File: src/rtl/qsv_pkg.sv
// ============================================================================
// qsv_pkg: shared types and constants of the state vector engine
// Widths, action and gate codes, command and status structs, and the
// fixed-point helper functions used by the datapath and CORDIC.
// ============================================================================
`default_nettype none

package qsv_pkg;

  localparam int MAX_QUBITS   = 10;
  localparam int ADDR_W       = MAX_QUBITS;
  localparam int DEPTH        = 1 << ADDR_W;
  localparam int PAIR_W       = ADDR_W - 1;
  localparam int AMP_W        = 16;
  localparam int FRAC_BITS    = AMP_W - 2;
  localparam int COEF_W       = AMP_W;
  localparam int PROD_W       = 2 * AMP_W;
  localparam int ACC_W        = PROD_W + 2;
  localparam int QB_W         = 4;
  localparam int NQ_W         = 5;
  localparam int ANG_W        = 16;
  localparam int PHASE_W      = 32;
  localparam int RIDX_W       = 10;
  localparam int CW           = 34;
  localparam int CORDIC_STEPS = 24;
  localparam int STEP_W       = 5;

  localparam longint CORDIC_GAIN_Q30 = 652032874;
  localparam longint INV_SQRT2_Q30   = 759250125;
  localparam longint ONE_VAL         = longint'(1) << FRAC_BITS;
  localparam longint K_VAL           =
      (INV_SQRT2_Q30 + (longint'(1) << (29 - FRAC_BITS))) >> (30 - FRAC_BITS);

  localparam logic signed [COEF_W-1:0] ONE_C = COEF_W'(ONE_VAL);
  localparam logic signed [COEF_W-1:0] K_C   = COEF_W'(K_VAL);
  localparam logic [ANG_W-1:0] QUARTER_TURN  = ANG_W'(16384);

  typedef enum logic [4:0] {
    ACT_RESET = 5'd0,  ACT_READ = 5'd1,  ACT_I    = 5'd2,  ACT_H    = 5'd3,
    ACT_X     = 5'd4,  ACT_Y    = 5'd5,  ACT_Z    = 5'd6,  ACT_S    = 5'd7,
    ACT_SDG   = 5'd8,  ACT_T    = 5'd9,  ACT_TDG  = 5'd10, ACT_RX   = 5'd11,
    ACT_RY    = 5'd12, ACT_RZ   = 5'd13, ACT_PH   = 5'd14, ACT_U1   = 5'd15,
    ACT_U2    = 5'd16, ACT_U3   = 5'd17, ACT_CX   = 5'd18, ACT_CY   = 5'd19,
    ACT_CZ    = 5'd20, ACT_SWAP = 5'd21, ACT_CCX  = 5'd22, ACT_C3Z  = 5'd23,
    ACT_C4X   = 5'd24
  } action_e;

  typedef enum logic [3:0] {
    K_H, K_X, K_Y, K_Z, K_S, K_SDG, K_T, K_TDG, K_RX, K_RY, K_RZ, K_PH
  } kind_e;

  typedef enum logic [3:0] {
    S_INIT, S_BOOT, S_IDLE, S_CHECK, S_CLEAR, S_READ, S_PREP, S_CORDIC,
    S_RUN, S_PASS, S_FINISH
  } state_e;

  typedef struct packed {
    logic               clear_start;
    logic               read_start;
    logic [ADDR_W-1:0]  read_addr;
    logic               cordic_start;
    logic [PHASE_W-1:0] phase;
    logic               pass_start;
    logic [QB_W-1:0]    target;
    logic [ADDR_W-1:0]  xmask;
    logic [ADDR_W-1:0]  cmask;
    kind_e              kind;
  } cmd_t;

  typedef struct packed {
    logic               clear_done;
    logic               read_done;
    logic [2*AMP_W-1:0] read_data;
    logic               cordic_done;
    logic               pass_done;
  } sts_t;

  // Arctangent of 2^-i as a fraction of a turn, scaled by 2^32.
  function automatic logic signed [CW-1:0] atan_turn(input logic [STEP_W-1:0] i);
    logic signed [CW-1:0] r;
    case (i)
      5'd0:  r = CW'(536870912);
      5'd1:  r = CW'(316933406);
      5'd2:  r = CW'(167458907);
      5'd3:  r = CW'(85004756);
      5'd4:  r = CW'(42667331);
      5'd5:  r = CW'(21354465);
      5'd6:  r = CW'(10679838);
      5'd7:  r = CW'(5340245);
      5'd8:  r = CW'(2670163);
      5'd9:  r = CW'(1335087);
      5'd10: r = CW'(667544);
      5'd11: r = CW'(333772);
      5'd12: r = CW'(166886);
      5'd13: r = CW'(83443);
      5'd14: r = CW'(41722);
      5'd15: r = CW'(20861);
      5'd16: r = CW'(10430);
      5'd17: r = CW'(5215);
      5'd18: r = CW'(2608);
      5'd19: r = CW'(1304);
      5'd20: r = CW'(652);
      5'd21: r = CW'(326);
      5'd22: r = CW'(163);
      5'd23: r = CW'(81);
      default: r = '0;
    endcase
    return r;
  endfunction

  // Rounds a Q4.30 value to a coefficient and clamps it to plus or minus one.
  function automatic logic signed [COEF_W-1:0] to_coef(input logic signed [CW-1:0] v);
    logic signed [CW-1:0] r;
    logic signed [CW-1:0] one;
    one = CW'(ONE_VAL);
    r   = (v + CW'(longint'(1) << (29 - FRAC_BITS))) >>> (30 - FRAC_BITS);
    if (r > one) begin
      r = one;
    end else if (r < -one) begin
      r = -one;
    end
    return COEF_W'(r);
  endfunction

  // Rounds half up, drops the fraction and saturates to the amplitude width.
  function automatic logic signed [AMP_W-1:0] finish_amp(input logic signed [ACC_W-1:0] acc);
    logic signed [ACC_W-1:0] r;
    logic signed [ACC_W-1:0] hi;
    logic signed [ACC_W-1:0] lo;
    hi = ACC_W'((longint'(1) << (AMP_W - 1)) - 1);
    lo = -hi - ACC_W'(1);
    r  = (acc + ACC_W'(longint'(1) << (FRAC_BITS - 1))) >>> FRAC_BITS;
    if (r > hi) begin
      r = hi;
    end else if (r < lo) begin
      r = lo;
    end
    return AMP_W'(r);
  endfunction

endpackage

`default_nettype wire

File: src/rtl/qsv_ctrl.sv
// ============================================================================
// qsv_ctrl: transaction controller
// Takes input transactions, checks qubit indexes, sequences clear, read,
// angle and gate passes on the datapath, and holds the result register.
// ============================================================================
`default_nettype none

module qsv_ctrl import qsv_pkg::*; (
  input  wire logic               clk_i,
  input  wire logic               rst_ni,
  input  wire logic               in_valid_i,
  output      logic               in_ready_o,
  input  wire logic [4:0]         action_i,
  input  wire logic [QB_W-1:0]    target_i,
  input  wire logic [QB_W-1:0]    control_a_i,
  input  wire logic [QB_W-1:0]    control_b_i,
  input  wire logic [QB_W-1:0]    control_c_i,
  input  wire logic [QB_W-1:0]    control_d_i,
  input  wire logic [ANG_W-1:0]   angle_theta_i,
  input  wire logic [ANG_W-1:0]   angle_phi_i,
  input  wire logic [ANG_W-1:0]   angle_lambda_i,
  input  wire logic [RIDX_W-1:0]  read_index_i,
  input  wire logic               cfg_we_i,
  input  wire logic [NQ_W-1:0]    cfg_wdata_i,
  output      logic               out_valid_o,
  input  wire logic               out_ready_i,
  output      logic               status_o,
  output      logic signed [15:0] amp_real_o,
  output      logic signed [15:0] amp_imag_o,
  output      cmd_t               cmd_o,
  input  wire sts_t               sts_i
);

  state_e state_q, state_d;

  action_e           act_q;
  logic [QB_W-1:0]   tgt_q, ca_q, cb_q, cc_q, cd_q;
  logic [ANG_W-1:0]  th_q, ph_q, la_q;
  logic [RIDX_W-1:0] ridx_q;
  logic [NQ_W-1:0]   qiu_q;
  logic [1:0]        pidx_q;
  logic              res_status_q;
  logic [15:0]       res_re_q, res_im_q;
  logic              out_valid_q, out_status_q;
  logic [15:0]       out_re_q, out_im_q;

  // Index check: every named qubit below the bound and all of them distinct.
  logic [QB_W-1:0] qs [5];
  logic [2:0]      count;
  logic [NQ_W-1:0] nq;
  logic            err;

  assign qs[0] = tgt_q;
  assign qs[1] = ca_q;
  assign qs[2] = cb_q;
  assign qs[3] = cc_q;
  assign qs[4] = cd_q;
  assign nq    = (qiu_q < NQ_W'(MAX_QUBITS)) ? qiu_q : NQ_W'(MAX_QUBITS);

  always_comb begin
    case (act_q)
      ACT_CX, ACT_CY, ACT_CZ, ACT_SWAP: count = 3'd2;
      ACT_CCX: count = 3'd3;
      ACT_C3Z: count = 3'd4;
      ACT_C4X: count = 3'd5;
      default: count = 3'd1;
    endcase
    err = 1'b0;
    for (int a = 0; a < 5; a++) begin
      if (3'(a) < count) begin
        if (NQ_W'(qs[a]) >= nq) begin
          err = 1'b1;
        end
        for (int b = 0; b < a; b++) begin
          if (qs[a] == qs[b]) begin
            err = 1'b1;
          end
        end
      end
    end
  end

  // Pass plan for the current pass of the current gate.
  logic               is_u, use_cor, last_pass;
  kind_e              kind;
  logic [PHASE_W-1:0] phase;
  logic [ADDR_W-1:0]  cmask, xmask, bit_a, bit_b, bit_c, bit_d;

  assign bit_a = ADDR_W'(1) << ca_q;
  assign bit_b = ADDR_W'(1) << cb_q;
  assign bit_c = ADDR_W'(1) << cc_q;
  assign bit_d = ADDR_W'(1) << cd_q;
  assign is_u  = (act_q == ACT_U1) || (act_q == ACT_U2) || (act_q == ACT_U3);
  assign last_pass = !is_u || (pidx_q == 2'd2);

  always_comb begin
    kind    = K_X;
    use_cor = 1'b0;
    phase   = {1'b0, th_q, 15'b0};
    cmask   = '0;
    xmask   = '0;
    case (act_q)
      ACT_H:   kind = K_H;
      ACT_X:   kind = K_X;
      ACT_Y:   kind = K_Y;
      ACT_Z:   kind = K_Z;
      ACT_S:   kind = K_S;
      ACT_SDG: kind = K_SDG;
      ACT_T:   kind = K_T;
      ACT_TDG: kind = K_TDG;
      ACT_RX: begin
        kind    = K_RX;
        use_cor = 1'b1;
      end
      ACT_RY: begin
        kind    = K_RY;
        use_cor = 1'b1;
      end
      ACT_RZ: begin
        kind    = K_RZ;
        use_cor = 1'b1;
      end
      ACT_PH: begin
        kind    = K_PH;
        use_cor = 1'b1;
        phase   = {th_q, 16'b0};
      end
      ACT_U1, ACT_U2, ACT_U3: begin
        use_cor = 1'b1;
        case (pidx_q)
          2'd0: begin
            kind  = K_RZ;
            phase = {1'b0, la_q, 15'b0};
          end
          2'd1: begin
            kind = K_RY;
            case (act_q)
              ACT_U1:  phase = '0;
              ACT_U2:  phase = {1'b0, QUARTER_TURN, 15'b0};
              default: phase = {1'b0, th_q, 15'b0};
            endcase
          end
          default: begin
            kind  = K_RZ;
            phase = (act_q == ACT_U1) ? '0 : {1'b0, ph_q, 15'b0};
          end
        endcase
      end
      ACT_CX: begin
        kind  = K_X;
        cmask = bit_a;
      end
      ACT_CY: begin
        kind  = K_Y;
        cmask = bit_a;
      end
      ACT_CZ: begin
        kind  = K_Z;
        cmask = bit_a;
      end
      // Swap exchanges the word with target clear and other set against
      // the word with target set and other clear.
      ACT_SWAP: begin
        kind  = K_X;
        cmask = bit_a;
        xmask = bit_a;
      end
      ACT_CCX: begin
        kind  = K_X;
        cmask = bit_a | bit_b;
      end
      ACT_C3Z: begin
        kind  = K_Z;
        cmask = bit_a | bit_b | bit_c;
      end
      ACT_C4X: begin
        kind  = K_X;
        cmask = bit_a | bit_b | bit_c | bit_d;
      end
      default: kind = K_X;
    endcase
  end

  // Next state.
  always_comb begin
    state_d = state_q;
    case (state_q)
      S_INIT: state_d = S_BOOT;
      S_BOOT: begin
        if (sts_i.clear_done) begin
          state_d = S_IDLE;
        end
      end
      S_IDLE: begin
        if (in_valid_i) begin
          state_d = S_CHECK;
        end
      end
      S_CHECK: begin
        case (act_q)
          ACT_RESET: state_d = S_CLEAR;
          ACT_READ:  state_d = S_READ;
          ACT_I:     state_d = S_FINISH;
          ACT_H, ACT_X, ACT_Y, ACT_Z, ACT_S, ACT_SDG, ACT_T, ACT_TDG, ACT_RX,
          ACT_RY, ACT_RZ, ACT_PH, ACT_U1, ACT_U2, ACT_U3, ACT_CX, ACT_CY,
          ACT_CZ, ACT_SWAP, ACT_CCX, ACT_C3Z, ACT_C4X: begin
            state_d = err ? S_FINISH : S_PREP;
          end
          default: state_d = S_FINISH;
        endcase
      end
      S_CLEAR: begin
        if (sts_i.clear_done) begin
          state_d = S_FINISH;
        end
      end
      S_READ: begin
        if (sts_i.read_done) begin
          state_d = S_FINISH;
        end
      end
      S_PREP: state_d = use_cor ? S_CORDIC : S_RUN;
      S_CORDIC: begin
        if (sts_i.cordic_done) begin
          state_d = S_RUN;
        end
      end
      S_RUN: state_d = S_PASS;
      S_PASS: begin
        if (sts_i.pass_done) begin
          state_d = last_pass ? S_FINISH : S_PREP;
        end
      end
      S_FINISH: begin
        if (!out_valid_q || out_ready_i) begin
          state_d = S_IDLE;
        end
      end
      default: state_d = S_INIT;
    endcase
  end

  // Commands to the datapath.
  always_comb begin
    in_ready_o         = (state_q == S_IDLE);
    cmd_o.clear_start  = (state_q == S_INIT) ||
                         ((state_q == S_CHECK) && (act_q == ACT_RESET));
    cmd_o.read_start   = (state_q == S_CHECK) && (act_q == ACT_READ);
    cmd_o.read_addr    = ADDR_W'(ridx_q);
    cmd_o.cordic_start = (state_q == S_PREP) && use_cor;
    cmd_o.phase        = phase;
    cmd_o.pass_start   = (state_q == S_RUN);
    cmd_o.target       = tgt_q;
    cmd_o.xmask        = xmask;
    cmd_o.cmask        = cmask;
    cmd_o.kind         = kind;
  end

  always_ff @(posedge clk_i or negedge rst_ni) begin
    if (!rst_ni) begin
      state_q     <= S_INIT;
      qiu_q       <= NQ_W'(10);
      pidx_q      <= '0;
      out_valid_q <= 1'b0;
    end else begin
      state_q <= state_d;
      if (cfg_we_i) begin
        qiu_q <= cfg_wdata_i;
      end
      if (state_q == S_CHECK) begin
        pidx_q <= '0;
      end else if ((state_q == S_PASS) && sts_i.pass_done && !last_pass) begin
        pidx_q <= pidx_q + 2'd1;
      end
      if ((state_q == S_FINISH) && (!out_valid_q || out_ready_i)) begin
        out_valid_q <= 1'b1;
      end else if (out_ready_i) begin
        out_valid_q <= 1'b0;
      end
    end
  end

  always_ff @(posedge clk_i) begin
    if (in_valid_i && in_ready_o) begin
      act_q  <= action_e'(action_i);
      tgt_q  <= target_i;
      ca_q   <= control_a_i;
      cb_q   <= control_b_i;
      cc_q   <= control_c_i;
      cd_q   <= control_d_i;
      th_q   <= angle_theta_i;
      ph_q   <= angle_phi_i;
      la_q   <= angle_lambda_i;
      ridx_q <= read_index_i;
    end
    if (state_q == S_CHECK) begin
      res_re_q <= '0;
      res_im_q <= '0;
      case (act_q)
        ACT_RESET, ACT_READ: res_status_q <= 1'b0;
        ACT_I, ACT_H, ACT_X, ACT_Y, ACT_Z, ACT_S, ACT_SDG, ACT_T, ACT_TDG,
        ACT_RX, ACT_RY, ACT_RZ, ACT_PH, ACT_U1, ACT_U2, ACT_U3, ACT_CX, ACT_CY,
        ACT_CZ, ACT_SWAP, ACT_CCX, ACT_C3Z, ACT_C4X: res_status_q <= err;
        default: res_status_q <= 1'b1;
      endcase
    end
    if ((state_q == S_READ) && sts_i.read_done) begin
      res_re_q <= sts_i.read_data[2*AMP_W-1:AMP_W];
      res_im_q <= sts_i.read_data[AMP_W-1:0];
    end
    if ((state_q == S_FINISH) && (!out_valid_q || out_ready_i)) begin
      out_status_q <= res_status_q;
      out_re_q     <= res_re_q;
      out_im_q     <= res_im_q;
    end
  end

  assign out_valid_o = out_valid_q;
  assign status_o    = out_status_q;
  assign amp_real_o  = out_re_q;
  assign amp_imag_o  = out_im_q;

endmodule

`default_nettype wire

File: config.mk
export PLATFORM = sky130hd
export DESIGN_NAME = qsv_ctrl
export DESIGN_NICKNAME = d
export VERILOG_FILES = /design/src/rtl/qsv_pkg.sv /design/src/rtl/qsv_ctrl.sv
export SDC_FILE = /design/constraint.sdc
export NUM_CORES = 1
export LEC_CHECK = 0
export ABC_AREA = 0
export ABC_CLOCK_PERIOD_IN_PS = 10350
export BUFFER_PORTS_ARGS = -buffer_cell sky130_fd_sc_hd__buf_2
export CAP_MARGIN = 30
export CORE_UTILIZATION = 58
export CTS_BUF_LIST = sky130_fd_sc_hd__clkbuf_4 sky130_fd_sc_hd__clkbuf_8
export CTS_CLUSTER_DIAMETER = 30
export DETAILED_ROUTE_END_ITERATION = 8
export MAX_ROUTING_LAYER = met4
export PLACE_DENSITY = 0.87
export SLEW_MARGIN = 5
export SYNTH_ARGS = -nofsm -noshare
export SYNTH_HDL_FRONTEND = slang
export SYNTH_SLANG_ARGS = --single-unit
File: constraint.sdc
create_clock -name clk_i -period 10.35 [get_ports clk_i]
set_input_delay 0.5175 -clock clk_i [delete_from_list [all_inputs] [get_ports clk_i]]
set_output_delay 0.5175 -clock clk_i [all_outputs]
set_load 0.005 [all_outputs]
# Yosys cells after proc, flatten, opt, wreduce, memory -nomap -nowiden
# Cells that the tools add are included.
# word_totals
reg_bits	161
latch_bits	0
ramBits	0
mem_bits_ro	0
out_inout_bits	109
word_cells	174
n_memories	0
# op_classes
addsub	1
mul	0
div	0
order_cmp	11
n_eq_ne	53
shift	4
mux	51
n_bitwise	3
reduce_logical	31
# op_table
op	count
$pmux W31 S2	2
$pmux W32 S2	1
$mux W16	3
$pmux W4 S12	1
$eq A5 B5 Y1 const B	9
$pmux W4 S11	1
$eq A4 B4 Y1	10
$eq A5 B4 Y1 const B	8
$mux W4	10
$pmux W10 S4	1
$shl A1 B4 Y10 const A	4
$mux W31	1
$or A10 B10 Y10	3
$ge A4 B5 Y1	5
$mux W1	23
$reduce_or A23 Y1	1
$reduce_or A22 Y1	1
$eq A5 B3 Y1 const B	4
$eq A4 B3 Y1 const B	4
$eq A4 B4 Y1 const B	3
$ne A2 B2 Y1 const B	6
$pmux W3 S4	1
$pmux W4 S3	1
$eq A5 B2 Y1 const B	2
27 further kinds	49

# Depth between registers and ports, before layout
# Gate-level depths: netlist of run 1.
# logic_depth
depth_word	26
ltp_mapped	11

# Worst setup path after synthesis of run 1
# Ideal clock, no wire load.
# synth_timing
path_type	reg2reg
start	reg state_q[2]
end	reg out_im_q[0] (netlist: amp_imag_o[0]), enable pin
arrival_time_ps	3131
t_required_ps	9886
path_slack_ps	6755
path_stages_with_launch	5
path_cell_list	dfrtp_1 -> buf_2 -> inv_1 -> nand2_1 -> nor3_1
# synth_via
elab_chain_len	2
# synth_rtl
element	line_no	text
start: declaration	qsv_ctrl.sv:34	state_e state_q, state_d;
start signal: assignment	qsv_ctrl.sv:266	state_q <= state_d;
$eq A4 B4 Y1	qsv_ctrl.sv:311	if ((state_q == S_FINISH) && (!out_valid_q || out_ready_i)) begin
$logic_and A1 B1 Y1	qsv_ctrl.sv:311	
end signal: assignment	qsv_ctrl.sv:314	out_im_q <= res_im_q;
end: declaration	qsv_ctrl.sv:45	logic [15:0] out_re_q, out_im_q;
# Every way passes these cells.
# A chain may end at the register's enable or synchronous reset.

==> results.tsv, run 1 <==
stage	metric	value	unit
status	status	finished, final reports clean	
synth	Mapped Area	0.00783	mm2
critical_path	Buf/Inv on CP	1	
drt	Avg WL per Cell	18.5	um
critical_path	reg2reg setup slack	7.50	ns
critical_path	RR Endpoint	state_q[3]	
floorplan	Top Ports	238	
critical_path	CP Capture Point	cmd_o[12]	
critical_path	worst path arrival time	2.93	ns
run	MaxCap Viol Count	0	
pwr	Pleak	3.72	nW
drt	post-route ant nets	0	
layout	Antenna Cells	0	
clock_tree	Clock Path Buffers	2	
sta	period utilisation layout	33.3	%
sta	Slew headroom	39.7	%
synth	ys async rst share	7.45	%
placed_design	dpl hpwl	13.5	mm
drt	via/cell ratio	5.75	
global_routing	first-pass GRT wire length	29.4	mm
sta	Layout Skew	0.0156	ns
drt	WL final	18.8	mm
synth	Cells after Synth	626	
clock_tree	CTS Buf Count	17	
sta	minimum clock period	3.45	ns
placed_design	Cells after DPL	985	
synth	Primary FF master, synth	edfxtp_1	
synth	sequential area share after synthesis	61.0	%
global_routing	largest net degree at the start of global routing	84	
critical_path	Critical Path Stages	6	
global_routing	GR Overflow Total	0	
pwr	VDD IR max	0.188	mV
drt	DRC	0	
synth	most common cell in the netlist	edfxtp_1	
floorplan	FP Rows	42	
sta	final setup fails	0	
sta	worst slew pin tran	0.905	ns
worst_hold_path	Worst Hold Depth	1	
floorplan	core area	0.0132	mm2
floorplan	Initial Utilization	59.4	%
clock_tree	Worst-Skew Late Latency	0.45	ns
sta	final setup TNS	0	ns
layout	nets	980	
critical_path	crit start category	register	
sta	Peak Freq	0.290	GHz
floorplan	die area	0.0140	mm2
critical_path	Worst Path Required	9.83	ns
critical_path	Critical Path Start	act_q[0]	
pwr	power per cell area	210	mW/mm2
sta	Slew Limit Fails	0	
critical_path	Top delay family on crit path	compound AO/OA/AOI/OAI gates	
layout	share of layout cells above drive strength 1	33.1	%
sta	RSZ-0062 raised after global routing	no	
clock_tree	CTS H-tree lvls	4	
synth	post-synth cell types	71	
critical_path	Critical R2R Launch	qiu_q[2]	
synth	Synth top area share	57.1	%
synth	Synth Warn #	0	
drt	initial drt markers	436	
critical_path	kind of critical path	reg2out	
global_routing	initial antenna violation count	0	
clock_tree	Worst-path clk slew	0.09	ns
layout	final core occ	71.2	%
floorplan	Die Y	118	um
placed_design	input/output buffers	222	
clock_tree	root buf cell	clkbuf_8	
drt	Detailed Routing Iterations Pass 1	7	
synth	top cells by area, synth	edfxtp_1 57%, ha_1 3.4%, dfrtp_1 3.2%	
synth	number of synthesized flops with an enable pin	149	
placed_design	Placer Congestion	0.958	
critical_path	Crit. End Element	output port	
critical_path	crit path cell chain	or4b_4, a21oi_1, nand3b_1, o32a_2, o21ai_0, buf_2	
layout	Fillers	920	
layout	final non-filler cell total	1019	
critical_path	CP Max Fanout	21	
clock_tree	clock sink total	161	
global_routing	GRT Total Usage	28.5	%
drt	vias post-DR	5856	
critical_path	slowest stage delay, CP	0.68	ns
critical_path	CP max-delay cell	edfxtp_1	
synth	synth cell count leaders	149 x edfxtp_1, 35 x and2_1, 35 x nor2_1, 32 x o21ai_0, 29 x nand2_1	
synth	register bit total from synthesis	161	
layout	Layout area overhead	19.8	%
synth	biggest area consumer among synthesized cells	edfxtp_1	
critical_path	FF-to-FF path depth	8	
floorplan	Die Width	118	um
synth	mean post-synth cell area	12.5	um2
worst_hold_path	worst min path class	in2reg	
clock_tree	postcts setup bufs	0	
sta	final count of hold timing violations	0	
clock_tree	CTS tree	built	
global_routing	vias in the first global route	5911	
worst reg2reg max path: cells and delay by family, from the launching register on:
family,cells,cell delay [ns]
AOI/OAI and AO/OA,6,1.59
DFF,1,0.41
and+or+nand+nor,1,0.39
adders and majority gates,1,0.36
where the power goes:
group	switching (W)	internal, W	total [W]
logic	0.000300	0.000205	0.000504
clock network	0.000239	0.000220	0.000459
registers	0.000114	0.000891	0.00100
worst min-delay path by stage:
| stage | start | end | slack, ns |
|---|---|---|---|
| final | control_d_i[0] | cd_q[0] | 0.23 |
| after global placement | res_re_q[3] | amp_real_o[3] | 0.40 |
| after global routing | angle_phi_i[6] | ph_q[6] | 0.21 |
| after detailed placement | res_re_q[4] | amp_real_o[4] | 0.40 |
| after CTS | control_d_i[0] | cd_q[0] | 0.20 |
| after floorplan | rst_ni | out_valid_o | 0.22 |
cell type report:
class | count | area (um2) | share of cell area [%]
sequential | 161 | 4780 | 50.9
multi-input combinational | 405 | 2750 | 29.3
timing repair buffer | 227 | 1170 | 12.5
clock buffer | 18 | 241 | 2.57
tap | 176 | 220 | 2.35
clock inverter | 14 | 158 | 1.68
inverter | 18 | 67.6 | 0.720
registers in the layout, summed over array words and instances, names as in the netlist, 5 cells and up:
signal      cells
act_q           5
res_im_q       16
th_q           16
res_re_q       16
ridx_q         10
ph_q           16
amp_real_o     16
la_q           16
qiu_q           5
amp_imag_o     16
placed cells by master, fill, tap and decap left out, types with 17 or more instances in the layout:
cell / instances
inv_1: 18
nand2_1: 29
a21oi_1: 26
edfxtp_1: 149
ha_1: 21
clkbuf_8: 17
nor2_1: 35
a22oi_1: 27
buf_2: 222
o21ai_0: 32
and2_1: 34
xor2_1: 28
through the flow:
step | area [um2] | hold WS, ns | setup WS [ns] | total power [W]
after floorplan | 7890 | 0.222 | 6.75 | 0.00132
after global placement | 8940 | 0.400 | 7.31 | 0.00148
after detailed placement | 8950 | 0.405 | 7.39 | 0.00151
after CTS | 9360 | 0.205 | 6.88 | 0.00196
after global routing | 9390 | 0.206 | 6.62 | 0.00206
final | 9390 | 0.232 | 6.90 | 0.00197
logic make-up after synthesis:
kind of cell | synth area share [%]
xor gates and xnor gates | 4.70
and+or+nand+nor | 12.8
muxes | 1.12
other | 0.0479
buffers and inverters | 4.79
AOI/OAI and AO/OA | 12.2
DFF | 61.0
adders and majority gates | 3.35
timing repair:
item                      4_1_cts  5_1_grt
hold endpoints to repair       10        0
hold buffers                    1        0
resized for setup               0        0
routing by layer:
metal  wire length, um  global-route usage (%)  share of wire (%)  vias up
li1                  -                       -                  -     2727
met1              7460                    32.7                 40     2759
met2              9570                    48.2                 51      316
met3              1140                    5.55                6.1       54
met4               641                    13.9                3.4        0
met5                 0                       -                  0        -
Note: power is estimated with default switching activity, not from simulation.
==> run 2, diff against run 1 <==
ABC_AREA = 1   (was 0)
ABC_CLOCK_PERIOD_IN_PS = 2750   (was 10350)
CORE_UTILIZATION = 49   (was 58)
PLACE_DENSITY = 0.77   (was 0.87)
clock period = 2.75 ns   (was 10.35 ns; I/O delays follow)
==> run 2 against run 1 <==
Synthesized cell count is 36% higher. Non-clock buffer count is 134 higher. Synthesized area is 4.7% higher. Combinational power grew to 4.6 times the previous value. Via count is 27% higher. Clock skew hardly changed. Sequential share of layout area is 8.3 points lower. Die area is 24% higher. Cell area is 19% higher. Critical endpoint is now cmd_o[51]. Largest power group unchanged.
==> results.tsv, run 2 <==
stage	metric	value	unit
critical_path	CP Max Fanout	18	
synth	ys async rst share	7.45	%
sta	minimum clock period	2.56	ns
global_routing	GRT Total Usage	28.4	%
floorplan	core area	0.0161	mm2
placed_design	Placer Congestion	0.949	
floorplan	Top Ports	238	
floorplan	Initial Utilization	50.9	%
layout	commonest non-fill, non-tap cell in the layout	buf_2	
drt	via/cell ratio	5.23	
drt	vias post-DR	7451	
drt	WL final	23.4	mm
drt	Detailed Routing Iterations Pass 1	6	
drt	Highest Signal Layer	met4	
layout	nets	1347	
placed_design	input/output buffers	222	
clock_tree	clock sink total	161	
status	status	finished, final reports clean	
synth	Synth top area share	54.5	%
synth	synth cell count leaders	191 x nand2_1, 149 x edfxtp_1, 113 x nor2_1, 110 x inv_1, 38 x nand3_1	
clock_tree	root buf cell	clkbuf_8	
clock_tree	CTS Buf Count	17	
sta	Slew headroom	66.1	%
sta	worst slew pin tran	0.509	ns
layout	Layout area overhead	36.7	%
synth	Synth Warn #	0	
drt	DRC	0	
synth	sequential area share after synthesis	58.2	%
synth	register bit total from synthesis	161	
drt	met2 wire len	12.1	mm
placed_design	dpl hpwl	14.9	mm
global_routing	GR Overflow Total	0	
critical_path	slowest stage delay, CP	0.46	ns
pwr	Pleak	5.04	nW
clock_tree	postcts setup bufs	0	
clock_tree	Worst-path clk slew	0.09	ns
drt	DR WL met3	1.68	mm
drt	Avg WL per Cell	16.4	um
synth	mean post-synth cell area	9.65	um2
sta	RSZ-0062 raised after global routing	no	
critical_path	Crit. End Element	output port	
layout	Antenna Cells	0	
synth	Cells after Synth	850	
sta	Layout Skew	0.0158	ns
floorplan	Die Width	131	um
critical_path	Worst Path Required	2.61	ns
synth	biggest area consumer among synthesized cells	edfxtp_1	
clock_tree	CTS tree	built	
sta	final count of hold timing violations	0	
floorplan	FP Rows	46	
synth	most common cell in the netlist	nand2_1	
synth	post-synth cell types	48	
global_routing	largest net degree at the start of global routing	84	
synth	number of synthesized flops with an enable pin	149	
sta	period utilisation layout	93.0	%
clock_tree	CTS H-tree lvls	4	
layout	most frequent cells in the layout	222 x buf_2, 191 x nand2_1, 149 x edfxtp_1	
run	MaxCap Viol Count	0	
clock_tree	Worst-Skew Late Latency	0.45	ns
synth	top cells by area, synth	edfxtp_1 55%, nand2_1 8.7%, nor2_1 5.2%	
critical_path	Buf/Inv on CP	4	
pwr	power per cell area	709	mW/mm2
critical_path	Top delay family on crit path	buffers and inverters	
global_routing	vias in the first global route	7246	
sta	Peak Freq	0.391	GHz
sta	final setup TNS	0	ns
drt	post-route ant nets	0	
worst_hold_path	worst min path class	in2reg	
global_routing	first-pass GRT wire length	36.8	mm
pwr	total power	0.00795	W
critical_path	crit start category	register	
layout	final non-filler cell total	1426	
critical_path	worst path arrival time	2.42	ns
placed_design	Cells after DPL	1271	
layout	share of layout cells above drive strength 1	24.5	%
pwr	VDD IR max	0.534	mV
sta	Slew Limit Fails	0	
floorplan	die area	0.0173	mm2
sta	final setup fails	0	
synth	Primary FF master, synth	edfxtp_1	
drt	initial drt markers	637	
floorplan	Die Y	131	um
drt	WL met1	8.71	mm
critical_path	CP max-delay cell	edfxtp_1	
critical_path	kind of critical path	reg2out	
global_routing	initial antenna violation count	0	
synth	Mapped Area	0.00820	mm2
critical_path	crit path cell chain	nand2_1, inv_1, nand2_4, nand2_4, inv_1, buf_4, a21oi_1, a221o_1, buf_2	
clock_tree	Clock Path Buffers	2	
-- run 2: path summary, 6_finish.rpt --
kind / startpoint / cells past startpoint / to / slack, ns
setup reg to reg: qiu_q[4] / 15 / res_status_q / 0.32
hold reg to reg: res_im_q[8] / 0 / amp_imag_o[8] / 0.43
setup / recovery: act_q[2] / 9 / cmd_o[51] / 0.19
hold / removal: sts_i[14] / 3 / res_im_q[12] / 0.03
min in group asynchronous: rst_ni / 2 / qiu_q[0] / 0.12
max in group asynchronous: rst_ni / 2 / qiu_q[3] / 2.35
-- run 2: layout make-up --
class | count | area (um2)
tap | 216 | 270
timing repair buffer | 361 | 2470
clock inverter | 15 | 203
multi-input combinational | 544 | 2830
sequential | 161 | 4780
inverter | 112 | 420
clock buffer | 17 | 234
fill | 1208 | 4900
-- run 2: cell families (layout without fill, tap and decap cells) --
family	after synthesis	in the layout	synth area share, %
adder cells (fa/ha/maj)	21	21	3.20
AO/OA/AOI/OAI	108	108	9.14
AND/OR/NAND/NOR	389	389	19.8
XOR/XNOR	8	8	0.854
other	1	15	0.0457
multiplexers	3	3	0.412
flip-flops	161	161	58.2
buffers and inverters	159	505	8.28
-- run 2: what timing repair did --
action,in CTS,in global routing
hold buffers,123,0
resized for setup,0,8
hold endpoints to repair,130,0
endpoints found under the setup margin,0,19
-- run 2: stage by stage --
| step | cell area [um2] | util, % | worst slack, ns | hold slack (ns) |
|---|---|---|---|---|
| 2_1_floorplan | 8260 | - | 0.198 | -0.158 |
| 3_3_place_gp | 9510 | 59.0 | 0.173 | 0.0304 |
| 3_5_place_dp | 9520 | 59.1 | 0.0764 | 0.0344 |
| 4_1_cts | 11200 | 69.4 | 0.0583 | 0.00878 |
| 5_1_grt | 11200 | 69.6 | 0.0405 | 0.0165 |
| 6_report | 11200 | 69.6 | 0.191 | 0.0264 |
-- run 2: worst register-to-register path, stage by stage, from the launching register on --
cell     delay [ns]
dfrtp_1        0.40
nor2_2         0.27
a21oi_1        0.09
nor2_2         0.24
ha_1           0.29
inv_1          0.05
nand2_1        0.05
o21ai_0        0.13
inv_1          0.06
nand2_1        0.06
nand2_1        0.05
nand2_1        0.05
a21oi_1        0.05
nor2_1         0.17
nand2_1        0.07
o21a_1         0.16
-- run 2: routing by layer --
metal	GRT usage (%)	vias to the layer above
met5	-	-
li1	-	3553
met4	13.6	0
met2	49.1	403
met1	31.6	3430
met3	5.44	65
-- run 2: where the power goes --
group / internal, W / switching, W / leakage [nW]
combinational: 0.000882 / 0.00141 / 3.32
clock: 0.000927 / 0.000939 / 0.217
sequential: 0.00344 / 0.000357 / 1.50
total: 0.00524 / 0.00271 / 5.04
